### src/rtl/bclp_pkg.sv
// ----------------------------------------------------------------------------
// bclp_pkg
// Shared types and constants for the button click / long-press detector.
// ----------------------------------------------------------------------------
package bclp_pkg;

  localparam int TICK_W    = 17;
  localparam int CFG_W     = 16;
  localparam int COUNT_W   = 8;
  localparam int CODE_W    = 2;
  localparam int REG_IDX_W = 2;

  localparam logic [TICK_W-1:0]  TICK_MAX  = {TICK_W{1'b1}};
  localparam logic [COUNT_W-1:0] COUNT_MAX = {COUNT_W{1'b1}};

  // event codes
  localparam logic [CODE_W-1:0] EVT_NONE        = 2'd0;
  localparam logic [CODE_W-1:0] EVT_CLICK_BURST = 2'd1;
  localparam logic [CODE_W-1:0] EVT_LONG_START  = 2'd2;
  localparam logic [CODE_W-1:0] EVT_LONG_REL    = 2'd3;

  // register indexes
  localparam logic [REG_IDX_W-1:0] REG_DEBOUNCE    = 2'd0;
  localparam logic [REG_IDX_W-1:0] REG_LONG_PRESS  = 2'd1;
  localparam logic [REG_IDX_W-1:0] REG_MULTI_CLICK = 2'd2;

  localparam logic [CFG_W-1:0] DEBOUNCE_RST    = 16'd50;
  localparam logic [CFG_W-1:0] LONG_PRESS_RST  = 16'd1000;
  localparam logic [CFG_W-1:0] MULTI_CLICK_RST = 16'd400;

  typedef struct packed {
    logic [CFG_W-1:0] debounce_ms;
    logic [CFG_W-1:0] long_press_ms;
    logic [CFG_W-1:0] multi_click_ms;
  } bclp_cfg_t;

  typedef struct packed {
    logic [CODE_W-1:0]  event_code;
    logic [COUNT_W-1:0] click_count;
  } bclp_evt_t;

endpackage

### src/rtl/button_click_long_press_detector_unit.sv
// ----------------------------------------------------------------------------
// button_click_long_press_detector_unit
// Multi-click and long-press detector on a stream of 1 ms button samples.
// ----------------------------------------------------------------------------
// Each input word is one millisecond tick with the sampled button level
// (1 pressed). Every word produces exactly one output word: an event code on
// out_tuser (none, click burst, long-press start, long-press release) and the
// click count of a burst on out_tdata (zero for other events). The block takes
// one word per clock cycle while the output is not stalled. The input register
// captures a word at its accepting edge, and the state update then lands in the
// result register, which drives out_tvalid. With the output stalled one further
// input word is held. Timing registers (debounce, long press, multi-click gap,
// in ticks) are written on the cfg channel, index 0..2; the user must write
// them only while the stream is idle, and the block itself does not enforce it.
// ----------------------------------------------------------------------------
module button_click_long_press_detector_unit import bclp_pkg::*; (
  input  logic                 clk,
  input  logic                 rst_n,
  // input stream
  input  logic                 in_tvalid,
  output logic                 in_tready,
  input  logic [7:0]           in_tdata,    // [0] level, [7:1] zero
  // result stream
  output logic                 out_tvalid,
  input  logic                 out_tready,
  output logic [7:0]           out_tdata,   // [7:0] click_count
  output logic [CODE_W-1:0]    out_tuser,   // [1:0] event_code
  // configuration writes
  input  logic                 cfg_valid,
  output logic                 cfg_ready,
  input  logic [REG_IDX_W-1:0] cfg_index,
  input  logic [CFG_W-1:0]     cfg_data
);

  bclp_cfg_t cfg;
  bclp_evt_t evt;

  logic               in_vld_r;
  logic               in_level_r;
  logic               out_vld_r;
  logic [CODE_W-1:0]  out_code_r;
  logic [COUNT_W-1:0] out_cnt_r;
  logic               advance;

  // a held word moves on when the result slot is empty or draining
  assign advance   = in_vld_r && (!out_vld_r || out_tready);
  assign in_tready = !in_vld_r || advance;

  bclp_cfg_regs u_cfg (
    .clk       (clk),
    .rst_n     (rst_n),
    .cfg_valid (cfg_valid),
    .cfg_ready (cfg_ready),
    .cfg_index (cfg_index),
    .cfg_data  (cfg_data),
    .cfg       (cfg)
  );

  bclp_core u_core (
    .clk   (clk),
    .rst_n (rst_n),
    .step  (advance),
    .level (in_level_r),
    .cfg   (cfg),
    .evt   (evt)
  );

  // input register
  always_ff @(posedge clk) begin
    if (!rst_n) begin
      in_vld_r <= 1'b0;
    end else if (in_tready) begin
      in_vld_r <= in_tvalid;
    end
  end

  always_ff @(posedge clk) begin
    if (in_tvalid && in_tready) begin
      in_level_r <= in_tdata[0];
    end
  end

  // result register
  always_ff @(posedge clk) begin
    if (!rst_n) begin
      out_vld_r <= 1'b0;
    end else if (advance) begin
      out_vld_r <= 1'b1;
    end else if (out_tready) begin
      out_vld_r <= 1'b0;
    end
  end

  always_ff @(posedge clk) begin
    if (advance) begin
      out_code_r <= evt.event_code;
      out_cnt_r  <= evt.click_count;
    end
  end

  assign out_tvalid = out_vld_r;
  assign out_tuser  = out_code_r;
  assign out_tdata  = out_cnt_r;

  // a click burst always reports at least one click
  a_burst_count: assert property (@(posedge clk) disable iff (!rst_n)
    out_tvalid && (out_tuser == EVT_CLICK_BURST) |-> (out_tdata != '0))
    else $error("click burst with zero count");

  // only a click burst carries a count
  a_count_zero: assert property (@(posedge clk) disable iff (!rst_n)
    out_tvalid && (out_tuser != EVT_CLICK_BURST) |-> (out_tdata == '0))
    else $error("count on a non-burst event");

  // with both registers full and the output stalled, no word may enter
  a_backpressure: assert property (@(posedge clk) disable iff (!rst_n)
    in_vld_r && out_vld_r && !out_tready |-> !in_tready)
    else $error("input accepted while pipeline full");

  // a held word moves into the result register in the next cycle when it can
  a_advance: assert property (@(posedge clk) disable iff (!rst_n)
    advance |=> out_tvalid)
    else $error("advanced word lost");

endmodule

### src/rtl/bclp_cfg_regs.sv
// ----------------------------------------------------------------------------
// bclp_cfg_regs
// Timing registers of the detector, written through the cfg channel.
// ----------------------------------------------------------------------------
module bclp_cfg_regs import bclp_pkg::*; (
  input  logic                 clk,
  input  logic                 rst_n,
  input  logic                 cfg_valid,
  output logic                 cfg_ready,
  input  logic [REG_IDX_W-1:0] cfg_index,
  input  logic [CFG_W-1:0]     cfg_data,
  output bclp_cfg_t            cfg
);

  bclp_cfg_t cfg_r;

  assign cfg_ready = 1'b1;
  assign cfg       = cfg_r;

  always_ff @(posedge clk) begin
    if (!rst_n) begin
      cfg_r.debounce_ms    <= DEBOUNCE_RST;
      cfg_r.long_press_ms  <= LONG_PRESS_RST;
      cfg_r.multi_click_ms <= MULTI_CLICK_RST;
    end else if (cfg_valid) begin
      case (cfg_index)
        REG_DEBOUNCE:    cfg_r.debounce_ms    <= cfg_data;
        REG_LONG_PRESS:  cfg_r.long_press_ms  <= cfg_data;
        REG_MULTI_CLICK: cfg_r.multi_click_ms <= cfg_data;
        default: ;  // unmapped index: write dropped
      endcase
    end
  end

endmodule

### src/rtl/bclp_core.sv
// ----------------------------------------------------------------------------
// bclp_core
// Per-tick state update and event decision; state advances when step is high.
// ----------------------------------------------------------------------------
module bclp_core import bclp_pkg::*; (
  input  logic      clk,
  input  logic      rst_n,
  input  logic      step,
  input  logic      level,
  input  bclp_cfg_t cfg,
  output bclp_evt_t evt
);

  logic               prev_level_r, prev_level_nxt;
  logic [TICK_W-1:0]  tsc_r, tsc_nxt;
  logic [TICK_W-1:0]  tsp_r, tsp_nxt;
  logic               pending_r, pending_nxt;
  logic               fired_r, fired_nxt;
  logic               active_r, active_nxt;
  logic [COUNT_W-1:0] tally_r, tally_nxt;

  logic changed, pressed_now, released;

  assign changed     = (level != prev_level_r);
  assign pressed_now = changed & level;

  always_comb begin
    prev_level_nxt = level;
    tsc_nxt = changed ? '0 : ((tsc_r == TICK_MAX) ? tsc_r : tsc_r + 1'b1);
    tsp_nxt = pressed_now ? '0 : ((tsp_r == TICK_MAX) ? tsp_r : tsp_r + 1'b1);
    pending_nxt = pressed_now | pending_r;
    fired_nxt   = pressed_now ? 1'b0 : fired_r;
    active_nxt  = pressed_now ? 1'b0 : active_r;
    tally_nxt   = tally_r;
    evt.event_code  = EVT_NONE;
    evt.click_count = '0;

    released = !level && (tsc_nxt > {1'b0, cfg.debounce_ms});

    if (released && active_nxt) begin
      // debounced end of a long press owns the tick
      active_nxt     = 1'b0;
      pending_nxt    = 1'b0;
      evt.event_code = EVT_LONG_REL;
    end else begin
      if (released) begin
        if (pending_nxt && !fired_nxt && (tally_nxt != COUNT_MAX))
          tally_nxt = tally_nxt + 1'b1;
        pending_nxt = 1'b0;
      end
      if (level && pending_nxt && !fired_nxt &&
          (tsp_nxt >= {1'b0, cfg.long_press_ms})) begin
        fired_nxt      = 1'b1;
        active_nxt     = 1'b1;
        tally_nxt      = '0;
        evt.event_code = EVT_LONG_START;
      end
      if ((tally_nxt != '0) && (tsc_nxt > {1'b0, cfg.multi_click_ms})) begin
        evt.event_code  = EVT_CLICK_BURST;
        evt.click_count = tally_nxt;
        tally_nxt       = '0;
      end
    end
  end

  always_ff @(posedge clk) begin
    if (!rst_n) begin
      prev_level_r <= 1'b0;
      tsc_r        <= '0;
      tsp_r        <= '0;
      pending_r    <= 1'b0;
      fired_r      <= 1'b0;
      active_r     <= 1'b0;
      tally_r      <= '0;
    end else if (step) begin
      prev_level_r <= prev_level_nxt;
      tsc_r        <= tsc_nxt;
      tsp_r        <= tsp_nxt;
      pending_r    <= pending_nxt;
      fired_r      <= fired_nxt;
      active_r     <= active_nxt;
      tally_r      <= tally_nxt;
    end
  end

endmodule
### config.mk
export PLATFORM = sky130hd
export DESIGN_NAME = button_click_long_press_detector_unit
export DESIGN_NICKNAME = d
export VERILOG_FILES = /design/src/rtl/bclp_pkg.sv /design/src/rtl/button_click_long_press_detector_unit.sv /design/src/rtl/bclp_cfg_regs.sv /design/src/rtl/bclp_core.sv
export SDC_FILE = /design/constraint.sdc
export NUM_CORES = 1
export LEC_CHECK = 0
export ABC_AREA = 1
export BUFFER_PORTS_ARGS = -buffer_cell sky130_fd_sc_hd__buf_2
export CAP_MARGIN = 20
export CORE_MARGIN = 5
export CORE_UTILIZATION = 60
export CTS_CLUSTER_DIAMETER = 80
export DETAILED_ROUTE_END_ITERATION = 10
export PLACE_DENSITY = 0.87
export SETUP_SLACK_MARGIN = 0.5
export SYNTH_ARGS = -nofsm -noshare
export SYNTH_HDL_FRONTEND = slang
export SYNTH_SLANG_ARGS = --single-unit
export TNS_END_PERCENT = 1
### constraint.sdc
create_clock -name clk -period 7.73 [get_ports clk]
set_clock_uncertainty 0.2 [all_clocks]
set_input_delay 1.1595 -clock clk [delete_from_list [all_inputs] [get_ports clk]]
set_output_delay 1.1595 -clock clk [all_outputs]
set_load 0.03 [all_outputs]
==> reports/results.ini, run 1 <==
[layout]
multi_input_area_um2 = 3340
final_nets = 965
finalInstanceArea_um2 = 6760
ff_latch_area_um2 = 2250
diodes = 0
drive_gt1_share_pct = 9.47
fillCellCount = 870
fin_cells = 1023
syn_to_final_growth_pct = 8.34

[sta]
slew_headroom_pct = 38.6
tightest_slew_ps = 912
drv_slew = 0
period_needed_ps = 4680
fmax_mhz = 214
holdWs_ps = 261
rsz0062_at_grt = no
fin_crit_sh_pct = 60.5
hold_viol_final = 0
tns_ps = 0
setup_viol = 0

[power]
internal-power_mw = 0.928
switching_power_mw = 0.397
switching_share_pct = 30.0
sequentialPowerShare_pct = 46.5
clockPowerShare_pct = 33.3
comb_power_share_pct = 20.2
power.density_nw_per_um2 = 196
ir_drop_mv = 0.132
p_leak_nw = 3.18

[die]
chipWidth_um = 112
fp.dieH_um = 112
boundaryPins = 44
rows = 37
initial_core_util_pct = 61.0
die-area_um2 = 12500
core_area_um2 = 10200

[global_route]
grt_overflow_total = 0
track_usage_pct = 23.7
grt_max_degree = 88
grt_use_met2_pct = 39.9
use_met1_pct = 29.9
grt_pass1_vias = 5302
busiest_layer = met2
grt_pass1_wl_um = 24400
antenna_found_initial = 0
grt_use_met3_pct = 5.05

[routing]
drtAntennaViolNets = 0
via_per_inst = 5.55
drt_wl_total_um = 14500
drtIter0Drc = 309
drcViolationCount = 0
dr.pass1.iters = 5
via_count = 5673
avgRoutedWirePerCell_um = 14.1

[worst_setup_path]
end_kind = flop
path_class = reg -> reg
required_ps = 7670
worstRegToRegCells = 25
reg2reg_setup_slack_ps = 3050
arrival_ps = 4620
startpoint_type = flop
cp_max_fo = 10

[run]
maxCapViolCount = 0

[outcome]
status = completed

[yosys]
synth_fp_nets = 944
async_reset_ff_share_pct = 0
ys_ff_latch = 107
yosysWarningCount = 0
synth.distinct_cells = 45
synth_area_um2 = 6240
ys_seq_area_share_pct = 36.1
synth-edff-count = 11
postSynthAreaPerCell_um2 = 7.25
synthFlopType = dfxtp_1
syn_inst = 861

[cts]
clkLatencyLatePin_ps = 390
path_clk_slew_ps = 100
clockBufferDepth = 2
post_cts_resized = 0
cts_inserted_buffers = 9
cts_setup_buffers = 0
cts_tree = built
clock_sinks = 107
cts_root_buffer = clkbuf_8
hold_buffers = 0
h-tree-depth = 3

[worst_hold_path]
whs_path_depth = 2
hp-class = reg -> reg

[placed_design]
dp.cells = 1007
dp_hpwl_um = 10400
placed_area_um2 = 6490
gp_congestion = 0.908
io_buffers = 35

==> worst max-delay path: stages (launching register included) <==
cell and delay, ps:
dfxtp_1 370, ha_1 240, nand4_1 150, nor2_2 60, nand2_1 160, inv_1 140
nor3_1 150, inv_1 100, nor3_1 130, inv_1 100, nor2_1 100, inv_1 70
o211ai_1 310, inv_1 160, ha_1 310, nand4_1 130, nor4_2 460, a21oi_4 180
nand2_4 170, nand2_1 60, nand3_1 160, nand2_1 90, nor2_2 130, nand2_4 90
nand3_2 140, nor2_1 80
==> cells by family (layout without fill, tap and decap cells) <==
kind of cell	after synthesis	in the layout	synth area share [%]
compound gates	231	231	20.1
xor+xnor	17	17	2.39
fa+ha+maj	52	52	10.4
buf+inv	171	197	10.4
flops	107	107	36.1
other cells	1	1	0.0601
simple gates	282	282	20.5
==> Yosys cell counts (7+ instances only) <==
cell type / number / area share, %
xnor2_1: 7 / 0.98
nor2_1: 68 / 4.1
a21oi_1: 96 / 7.7
nand3_1: 33 / 2.6
dfxtp_1: 96 / 31
nand2_2: 13 / 1.3
nand2_1: 122 / 7.3
nor3_1: 18 / 1.4
nand4_1: 11 / 1.1
xor2_1: 10 / 1.4
clkbuf_1: 23 / 1.4
ha_1: 52 / 10
o21ai_0: 101 / 8.1
inv_1: 141 / 8.5
a211oi_1: 7 / 0.84
o211ai_1: 13 / 1.6
edfxtp_1: 11 / 5.3
==> cell type report <==
class	count	share of cell area [%]
Tap cell	136	2.52
Inverter	144	7.99
Sequential cell	107	33.3
Clock inverter	5	1.54
Multi-Input combinational cell	583	49.4
Clock buffer	11	2.41
Timing Repair Buffer	37	2.81
==> layer usage <==
metal	up-vias	share of wire (%)
li1	2884	-
met1	2603	43
met2	150	48
met3	36	5.8
met4	0	2.7
met5	-	0
==> registers in the layout, indices dropped and copies added, names as in the netlist <==
| name | flops |
|---|---|
| u_core.tally_r | 8 |
| u_core.fired_r | 1 |
| u_core.prev_level_r | 1 |
| out_tuser | 2 |
| u_core.tsc_r | 17 |
| out_tdata | 8 |
| u_core.pending_r | 1 |
| u_core.tsp_r | 17 |
| in_level_r | 1 |
| u_core.active_r | 1 |
| out_tvalid | 1 |
| in_vld_r | 1 |
| u_cfg.cfg | 48 |
==> power by group through the flow <==
stage	Sequential (mW)	Combinational, mW	Clock (mW)
2_1_floorplan	0.632	0.197	0
3_3_place_gp	0.628	0.255	0
3_5_place_dp	0.629	0.264	0
4_1_cts	0.616	0.267	0.446
5_1_grt	0.621	0.304	0.472
6_report	0.617	0.268	0.441
==> final timing paths <==
kind                                     startpoint                  end
worst max-delay path                u_core.tsc_r[0]         out_tdata[6]
worst min-delay path            u_core.prev_level_r  u_core.prev_level_r
worst max register to register      u_core.tsc_r[0]         out_tdata[6]
worst min register to register  u_core.prev_level_r  u_core.prev_level_r
==> through the flow <==
stage | utilization, % | total power, mW | worst slack (ps)
global placement | 63.5 | 0.883 | 3270
global route | 66.1 | 1.40 | 2690
CTS | 66.1 | 1.33 | 3130
finish | 66.1 | 1.33 | 3050
floorplan | - | 0.829 | 3920
detailed placement | 63.5 | 0.892 | 3200
==> layout by cell type, fill, tap and decap left out, drive strengths merged, types with 2 or more instances in the layout <==
cell / count
xor2: 10
nor3: 19
edfxtp: 11
dfxtp: 96
nand4: 11
o211ai: 13
a31oi: 2
a21oi: 97
nand3b: 2
nor4: 4
a211oi: 7
o21ai: 102
nor2: 71
inv: 145
o31ai: 2
nand3: 34
bufinv: 3
xnor2: 7
clkbuf: 11
ha: 52
nand2: 139
buf: 37
Note: power is estimated with default switching activity, not from simulation.
==> inputs of run 2 (changes only) <==
==> constraint.sdc (replaced) <==
create_clock -name clk -period 4.9 [get_ports clk]
set_clock_uncertainty 0.2 [all_clocks]
set_input_delay 0.735 -clock clk [delete_from_list [all_inputs] [get_ports clk]]
set_output_delay 0.735 -clock clk [all_outputs]
set_load 0.03 [all_outputs]
==> run 2 against run 1 <==
  * Total power increased by 60%
  * Sequential share of layout area decreased by 1.7 points
  * Maximum frequency increased by 3.2%
  * Clock-buffer cell count decreased by 2
  * Sequential power increased by 58%
  * Register-to-register slack got worse by 2700 ps
  * Critical path depth unchanged
  * Combinational power increased by 98%
  * Clock power increased by 41%
  * Wire length increased by 16%
  * Critical endpoint is now out_tdata[5]
  * Highest routed layer unchanged
==> reports/results.ini, run 2 (synthesis gave the netlist of run 1 again) <==
[routing]
dr.pass1.iters = 5  ; unchanged
via_per_inst = 5.74  ; was 5.55
wl_met3_um = 1370  ; was 834 um
highest-signal-layer = met4  ; unchanged
drtIter0Drc = 470  ; was 309
drtAntennaViolNets = 0  ; unchanged
drt_wl_total_um = 16800  ; was 14500 um
avgRoutedWirePerCell_um = 16.0  ; was 14.1 um
m1WireLength_um = 6610  ; was 6280 um
via_count = 6031  ; was 5673
wl_met2_um = 8210  ; was 6970 um
drcViolationCount = 0  ; unchanged

[sta]
setup_viol = 0  ; unchanged
rsz0062_at_grt = yes  ; was no
hold_viol_final = 0  ; unchanged
tightest_slew_ps = 922  ; was 912 ps
fmax_mhz = 221  ; was 214 MHz
slew_headroom_pct = 38.4  ; was 38.6%
drv_slew = 0  ; unchanged
period_needed_ps = 4530  ; was 4680 ps
tns_ps = 0  ; unchanged
fin_crit_sh_pct = 92.5  ; was 60.5%
holdWs_ps = 269  ; was 261 ps

[layout]
drive_gt1_share_pct = 17.4  ; was 9.47%
fillCellCount = 782  ; was 870
fin_cells = 1051  ; was 1023
largest_reg_flops = 48  ; unchanged
syn_to_final_growth_pct = 15.0  ; was 8.34%
finalInstanceArea_um2 = 7180  ; was 6760 um^2
diodes = 0  ; unchanged
ff_latch_area_um2 = 2260  ; was 2250 um^2
multi_input_area_um2 = 3560  ; was 3340 um^2
final_cell_mix = inv_1, nand2_1, o21ai_0, a21oi_1, dfxtp_1  ; unchanged
final_nets = 993  ; was 965
final_common_cell = inv_1  ; unchanged

[placed_design]
placed_area_um2 = 6500  ; was 6490 um^2
io_buffers = 35  ; unchanged
dp_hpwl_um = 10300  ; was 10400 um
dp.cells = 1008  ; was 1007
gp_congestion = 0.904  ; was 0.908

[worst_setup_path]
cp_top_family = simple AND/OR/NAND/NOR gates  ; unchanged
path_depth = 25  ; unchanged
arrival_ps = 4490  ; was 4620 ps
crit_path_max_incr_delay_ps = 470  ; was 460 ps
r2r-start = u_core.tsc_r[1]  ; was u_core.tsc_r[0]
crit_buf_inv = 5  ; unchanged
path_class = reg -> reg  ; unchanged
required_ps = 4860  ; was 7670 ps
worstRegToRegCells = 25  ; unchanged
regToRegEndpoint = out_tdata[5]  ; was out_tdata[6]
crit_start = u_core.tsc_r[1]  ; was u_core.tsc_r[0]
critPathSlowestCell = nor4_4  ; was nor4_2
startpoint_type = flop  ; unchanged
end_kind = flop  ; unchanged
cp_max_fo = 8  ; was 10
reg2reg_setup_slack_ps = 370  ; was 3050 ps

[die]
core_area_um2 = 10200  ; unchanged
boundaryPins = 44  ; unchanged
chipWidth_um = 112  ; unchanged
rows = 37  ; unchanged
die-area_um2 = 12500  ; unchanged
fp.dieH_um = 112  ; unchanged
initial_core_util_pct = 61.0  ; unchanged

[power]
clockPowerShare_pct = 29.2  ; was 33.3%
fin_total_pwr_mw = 2.13  ; was 1.33 mW
internal-power_mw = 1.41  ; was 0.928 mW
power.density_nw_per_um2 = 296  ; was 196 nW/um^2
sequentialPowerShare_pct = 45.9  ; was 46.5%
switching_power_mw = 0.712  ; was 0.397 mW
comb_power_share_pct = 24.9  ; was 20.2%
switching_share_pct = 33.5  ; was 30.0%
ir_drop_mv = 0.195  ; was 0.132 mV
p_leak_nw = 3.33  ; was 3.18 nW

[cts]
cts_inserted_buffers = 9  ; unchanged
h-tree-depth = 3  ; unchanged
path_clk_slew_ps = 110  ; was 100 ps
hold_buffers = 0  ; unchanged
clock_sinks = 107  ; unchanged
cts_root_buffer = clkbuf_8  ; unchanged
clockBufferDepth = 2  ; unchanged
clkLatencyLatePin_ps = 400  ; was 390 ps
cts_tree = built  ; unchanged

[outcome]
status = completed  ; unchanged

[worst_hold_path]
hold_path_end = u_cfg.cfg[46]  ; was u_core.prev_level_r
hp-class = reg -> reg  ; unchanged
whs_path_depth = 2  ; unchanged
hold_start = u_cfg.cfg[46]  ; was u_core.prev_level_r

[global_route]
grt_overflow_total = 0  ; unchanged
grt_max_degree = 87  ; was 88
grt_pass1_vias = 5074  ; was 5302
antenna_found_initial = 0  ; unchanged
track_usage_pct = 23.3  ; was 23.7%
grt_pass1_wl_um = 24100  ; was 24400 um

[run]
maxCapViolCount = 0  ; unchanged

run 2: cell count changes in the layout (fill, tap and decap cells not counted), sizes merged:
| cell | previous run | this run |
|---|---|---|
| inv | 145 | 146 |
| buf | 37 | 62 |
| clkinv | 1 | 3 |
| bufinv | 3 | 2 |
| clkbuf | 11 | 9 |
| nand2 | 139 | 142 |
run 2: per-layer routing:
layer  global-route usage (%)  vias up
met5                        0        -
met4                     10.6        0
met3                     3.97       57
met2                     38.1      292
met1                     30.2     2734
li1                         -     2948
run 2: power by group through the flow:
stage	Sequential (mW)	Combinational [mW]	Clock (mW)
finish	0.977	0.530	0.620
CTS	0.972	0.433	0.621
floorplan	0.997	0.310	0
global route	0.983	0.579	0.665
detailed placement	0.992	0.417	0
global placement	0.990	0.404	0
run 2: worst max-delay path by stage:
| stage | endpoint | slack [ps] |
|---|---|---|
| 5_1_grt | out_tdata[2] | 100 |
| 3_3_place_gp | out_tdata[2] | 460 |
| 6_report | out_tdata[5] | 370 |
| 4_1_cts | out_tuser[0] | 510 |
| 2_1_floorplan | out_tdata[0] | 1090 |
| 3_5_place_dp | out_tdata[0] | 360 |
run 2: repair_timing:
item | CTS | global route
gates resized for setup | 6 | 56
cloned | 0 | 3
setup endpoints to repair | 17 | 21
pin swaps | 3 | 28
setup buffers | 3 | 21
run 2: stage by stage:
stage          utilization (%)  worst slack, ps
2_1_floorplan                -             1090
3_3_place_gp              63.6              462
3_5_place_dp              63.6              363
4_1_cts                   66.3              511
5_1_grt                   70.1             98.3
6_report                  70.1              369
run 2: final cells by class:
cell class,count,share of cell area (%)
Multi-Input combinational cell,586,49.7
Sequential cell,107,31.6
Inverter,144,7.60
Timing Repair Buffer,62,5.67
Tap cell,136,2.37
Clock buffer,9,1.73
Clock inverter,7,1.39
run 2: worst register-to-register path: stages (launching register included):
cell	delay, ps
dfxtp_2	370
ha_4	180
nand4_1	130
nor2_2	80
nand2_2	100
inv_4	60
nor3_4	180
inv_2	80
nor3_2	140
inv_1	90
nor2_1	120
inv_1	80
o211ai_1	310
inv_1	110
ha_1	300
nand4_1	200
nor4_4	470
a21oi_4	160
nand2_2	170
nand2_1	100
nand3_2	120
nand2_2	70
nor2_4	130
nand2_4	110
nand3_4	150
nor2_1	70
==> inputs of run 3 (changes only) <==
--- a/config.mk
+++ b/config.mk
@@ -13,6 +13,7 @@
 export CTS_CLUSTER_DIAMETER = 80
 export DETAILED_ROUTE_END_ITERATION = 10
 export PLACE_DENSITY = 0.87
+export REMOVE_ABC_BUFFERS = 1
 export SETUP_SLACK_MARGIN = 0.5
 export SYNTH_ARGS = -nofsm -noshare
 export SYNTH_HDL_FRONTEND = slang
==> run 3 against run 2 <==
  * Maximum frequency is 5.2% higher
  * Critical path depth is 1 higher
  * Core utilization is 1.6 points lower
  * Final cell count is 1.1% lower
  * Flip-flop and latch count stayed put
  * Sequential power hardly changed
  * Largest cell class unchanged
  * Global-route usage is 0.47 points lower
==> reports/results.ini, run 3 (synthesis gave the netlist of run 1 again) <==
[outcome]
status = completed  ; unchanged

[cts]
cts_root_buffer = clkbuf_8  ; unchanged
clock_sinks = 107  ; unchanged
h-tree-depth = 3  ; unchanged
clkLatencyLatePin_ps = 400  ; about the same
cts_tree = built  ; unchanged
clockBufferDepth = 2  ; unchanged
path_clk_slew_ps = 100  ; was 110 ps
cts_inserted_buffers = 9  ; unchanged

[layout]
diodes = 0  ; unchanged
drive_gt1_share_pct = 15.2  ; was 17.4%
largest_reg_flops = 48  ; unchanged
ff_latch_area_um2 = 2260  ; unchanged
final_nets = 981  ; was 993
multi_input_area_um2 = 3520  ; was 3560 um^2
final_common_cell = inv_1  ; unchanged
syn_to_final_growth_pct = 12.3  ; was 15.0%
fillCellCount = 815  ; was 782
final_cell_mix = inv_1, nand2_1, o21ai_0, a21oi_1, dfxtp_1  ; unchanged
fin_cells = 1039  ; was 1051

[worst_setup_path]
arrival_ps = 4260  ; was 4490 ps
startpoint_type = flop  ; unchanged
cp_max_fo = 9  ; was 8
required_ps = 4850  ; was 4860 ps
end_kind = flop  ; unchanged
path_class = reg -> reg  ; unchanged

[routing]
drtAntennaViolNets = 0  ; unchanged
drcViolationCount = 0  ; unchanged
drtIter0Drc = 502  ; was 470
via_count = 5739  ; was 6031
dr.pass1.iters = 5  ; unchanged
via_per_inst = 5.52  ; was 5.74
avgRoutedWirePerCell_um = 14.0  ; was 16.0 um
drt_wl_total_um = 14600  ; was 16800 um

[die]
boundaryPins = 44  ; unchanged
rows = 37  ; unchanged
die-area_um2 = 12500  ; unchanged
chipWidth_um = 112  ; unchanged
fp.dieH_um = 112  ; unchanged
core_area_um2 = 10200  ; unchanged
initial_core_util_pct = 61.0  ; unchanged

[placed_design]
dp_hpwl_um = 10000  ; was 10300 um
io_buffers = 35  ; unchanged
gp_congestion = 0.908  ; was 0.904
pre_cts_slack_ps = 382  ; was 363 ps
dp.cells = 1010  ; was 1008

[sta]
fin_crit_sh_pct = 87.9  ; was 92.5%
drv_slew = 0  ; unchanged
tightest_slew_ps = 843  ; was 922 ps
period_needed_ps = 4310  ; was 4530 ps
fmax_mhz = 232  ; was 221 MHz
slew_headroom_pct = 43.7  ; was 38.4%
holdWs_ps = 266  ; was 269 ps
rsz0062_at_grt = no  ; was yes
hold_viol_final = 0  ; unchanged
tns_ps = 0  ; unchanged
setup_viol = 0  ; unchanged
fin_ws_ps = 594  ; was 369 ps

[worst_hold_path]
hp-class = reg -> reg  ; unchanged

[global_route]
grt_pass1_vias = 5270  ; was 5074
track_usage_pct = 22.8  ; was 23.3%
antenna_found_initial = 0  ; unchanged
grt_max_degree = 87  ; unchanged
grt_overflow_total = 0  ; unchanged
grt_pass1_wl_um = 23800  ; was 24100 um

[power]
switching_share_pct = 32.4  ; was 33.5%
fin_total_pwr_mw = 2.01  ; was 2.13 mW
p_leak_nw = 3.25  ; was 3.33 nW
comb_power_share_pct = 23.5  ; was 24.9%
ir_drop_mv = 0.203  ; was 0.195 mV
sequentialPowerShare_pct = 48.4  ; was 45.9%
clockPowerShare_pct = 28.1  ; was 29.2%
switching_power_mw = 0.652  ; was 0.712 mW
internal-power_mw = 1.36  ; was 1.41 mW
power.density_nw_per_um2 = 287  ; was 296 nW/um^2

[run]
maxCapViolCount = 0  ; unchanged

-- run 3: cell count changes in the layout (fill, tap and decap cells not counted), moves of 5 or more --
| cell | before | now |
|---|---|---|
| nand2_1 | 114 | 119 |
| nand3_2 | 12 | 6 |
| nand2_4 | 8 | 3 |
| buf_4 | 24 | 17 |
| nand3_1 | 21 | 27 |
-- run 3: power by group through the flow --
| stage | sequential, mW | clock, mW | combinational (mW) |
|---|---|---|---|
| after floorplan | 0.997 | 0 | 0.299 |
| after global placement | 0.990 | 0 | 0.404 |
| after detailed placement | 0.992 | 0 | 0.415 |
| after CTS | 0.972 | 0.566 | 0.424 |
| after global routing | 0.981 | 0.602 | 0.530 |
| final | 0.974 | 0.566 | 0.473 |
-- run 3: worst max-delay path, cell delays in order (launching register included) --
cell and delay (ps):
dfxtp_2 350, ha_1 220, nand4_1 140, nor2_2 80, nand2_2 100, inv_4 70, nor3_2 140, inv_2 80
nor3_2 120, inv_1 90, nor2_1 100, inv_1 70, o211ai_1 290, inv_1 110, ha_1 290, nand4_1 160
nor4_4 390, a21oi_4 140, buf_4 180, nand3_1 80, nand2_1 70, nand2_2 90, nand2_1 70, nor2_2 160
nand2_4 100, nand2_8 110, nand2_1 60
-- run 3: layer usage --
layer | GRT usage, % | vias to the layer above | routed length [um]
met5 | 0 | - | 0
met4 | 7.69 | 0 | 195
met3 | 3.59 | 17 | 777
met2 | 39.8 | 158 | 7050
met1 | 28.9 | 2649 | 6550
li1 | - | 2915 | -
-- run 3: cell type report --
class | instances | area share, %
sequential | 107 | 32.3
multi-input combinational | 584 | 50.2
inverter | 144 | 7.78
clock buffer | 13 | 2.71
timing repair buffer | 52 | 4.32
clock inverter | 3 | 0.250
tap | 136 | 2.43
-- run 3: path summary, 6_finish.rpt --
kind	slack, ps	endpoint	cells after the start	from
setup / recovery	590	out_tuser[0]	26	u_core.tsc_r[0]
hold / removal	270	u_cfg.cfg[35]	2	u_cfg.cfg[35]
setup reg to reg	590	out_tuser[0]	26	u_core.tsc_r[0]
hold reg to reg	270	u_cfg.cfg[35]	2	u_cfg.cfg[35]
-- run 3: what timing repair did --
action / 4_1_cts / 5_1_grt
gates resized for setup: 6 / 43
gates cloned: 0 / 1
hold endpoints to repair: 0 / 0
pin swaps: 2 / 12
hold buffers: 0 / 0
setup buffers: 2 / 10
endpoints found under the setup margin: 17 / 19
-- run 3: per-stage QoR --
stage | util (%) | instance area [um^2]
after global placement | 63.7 | 6520
after detailed placement | 63.7 | 6520
after floorplan | - | 6130
after CTS | 66.1 | 6760
after global routing | 68.5 | 7010
final | 68.5 | 7010
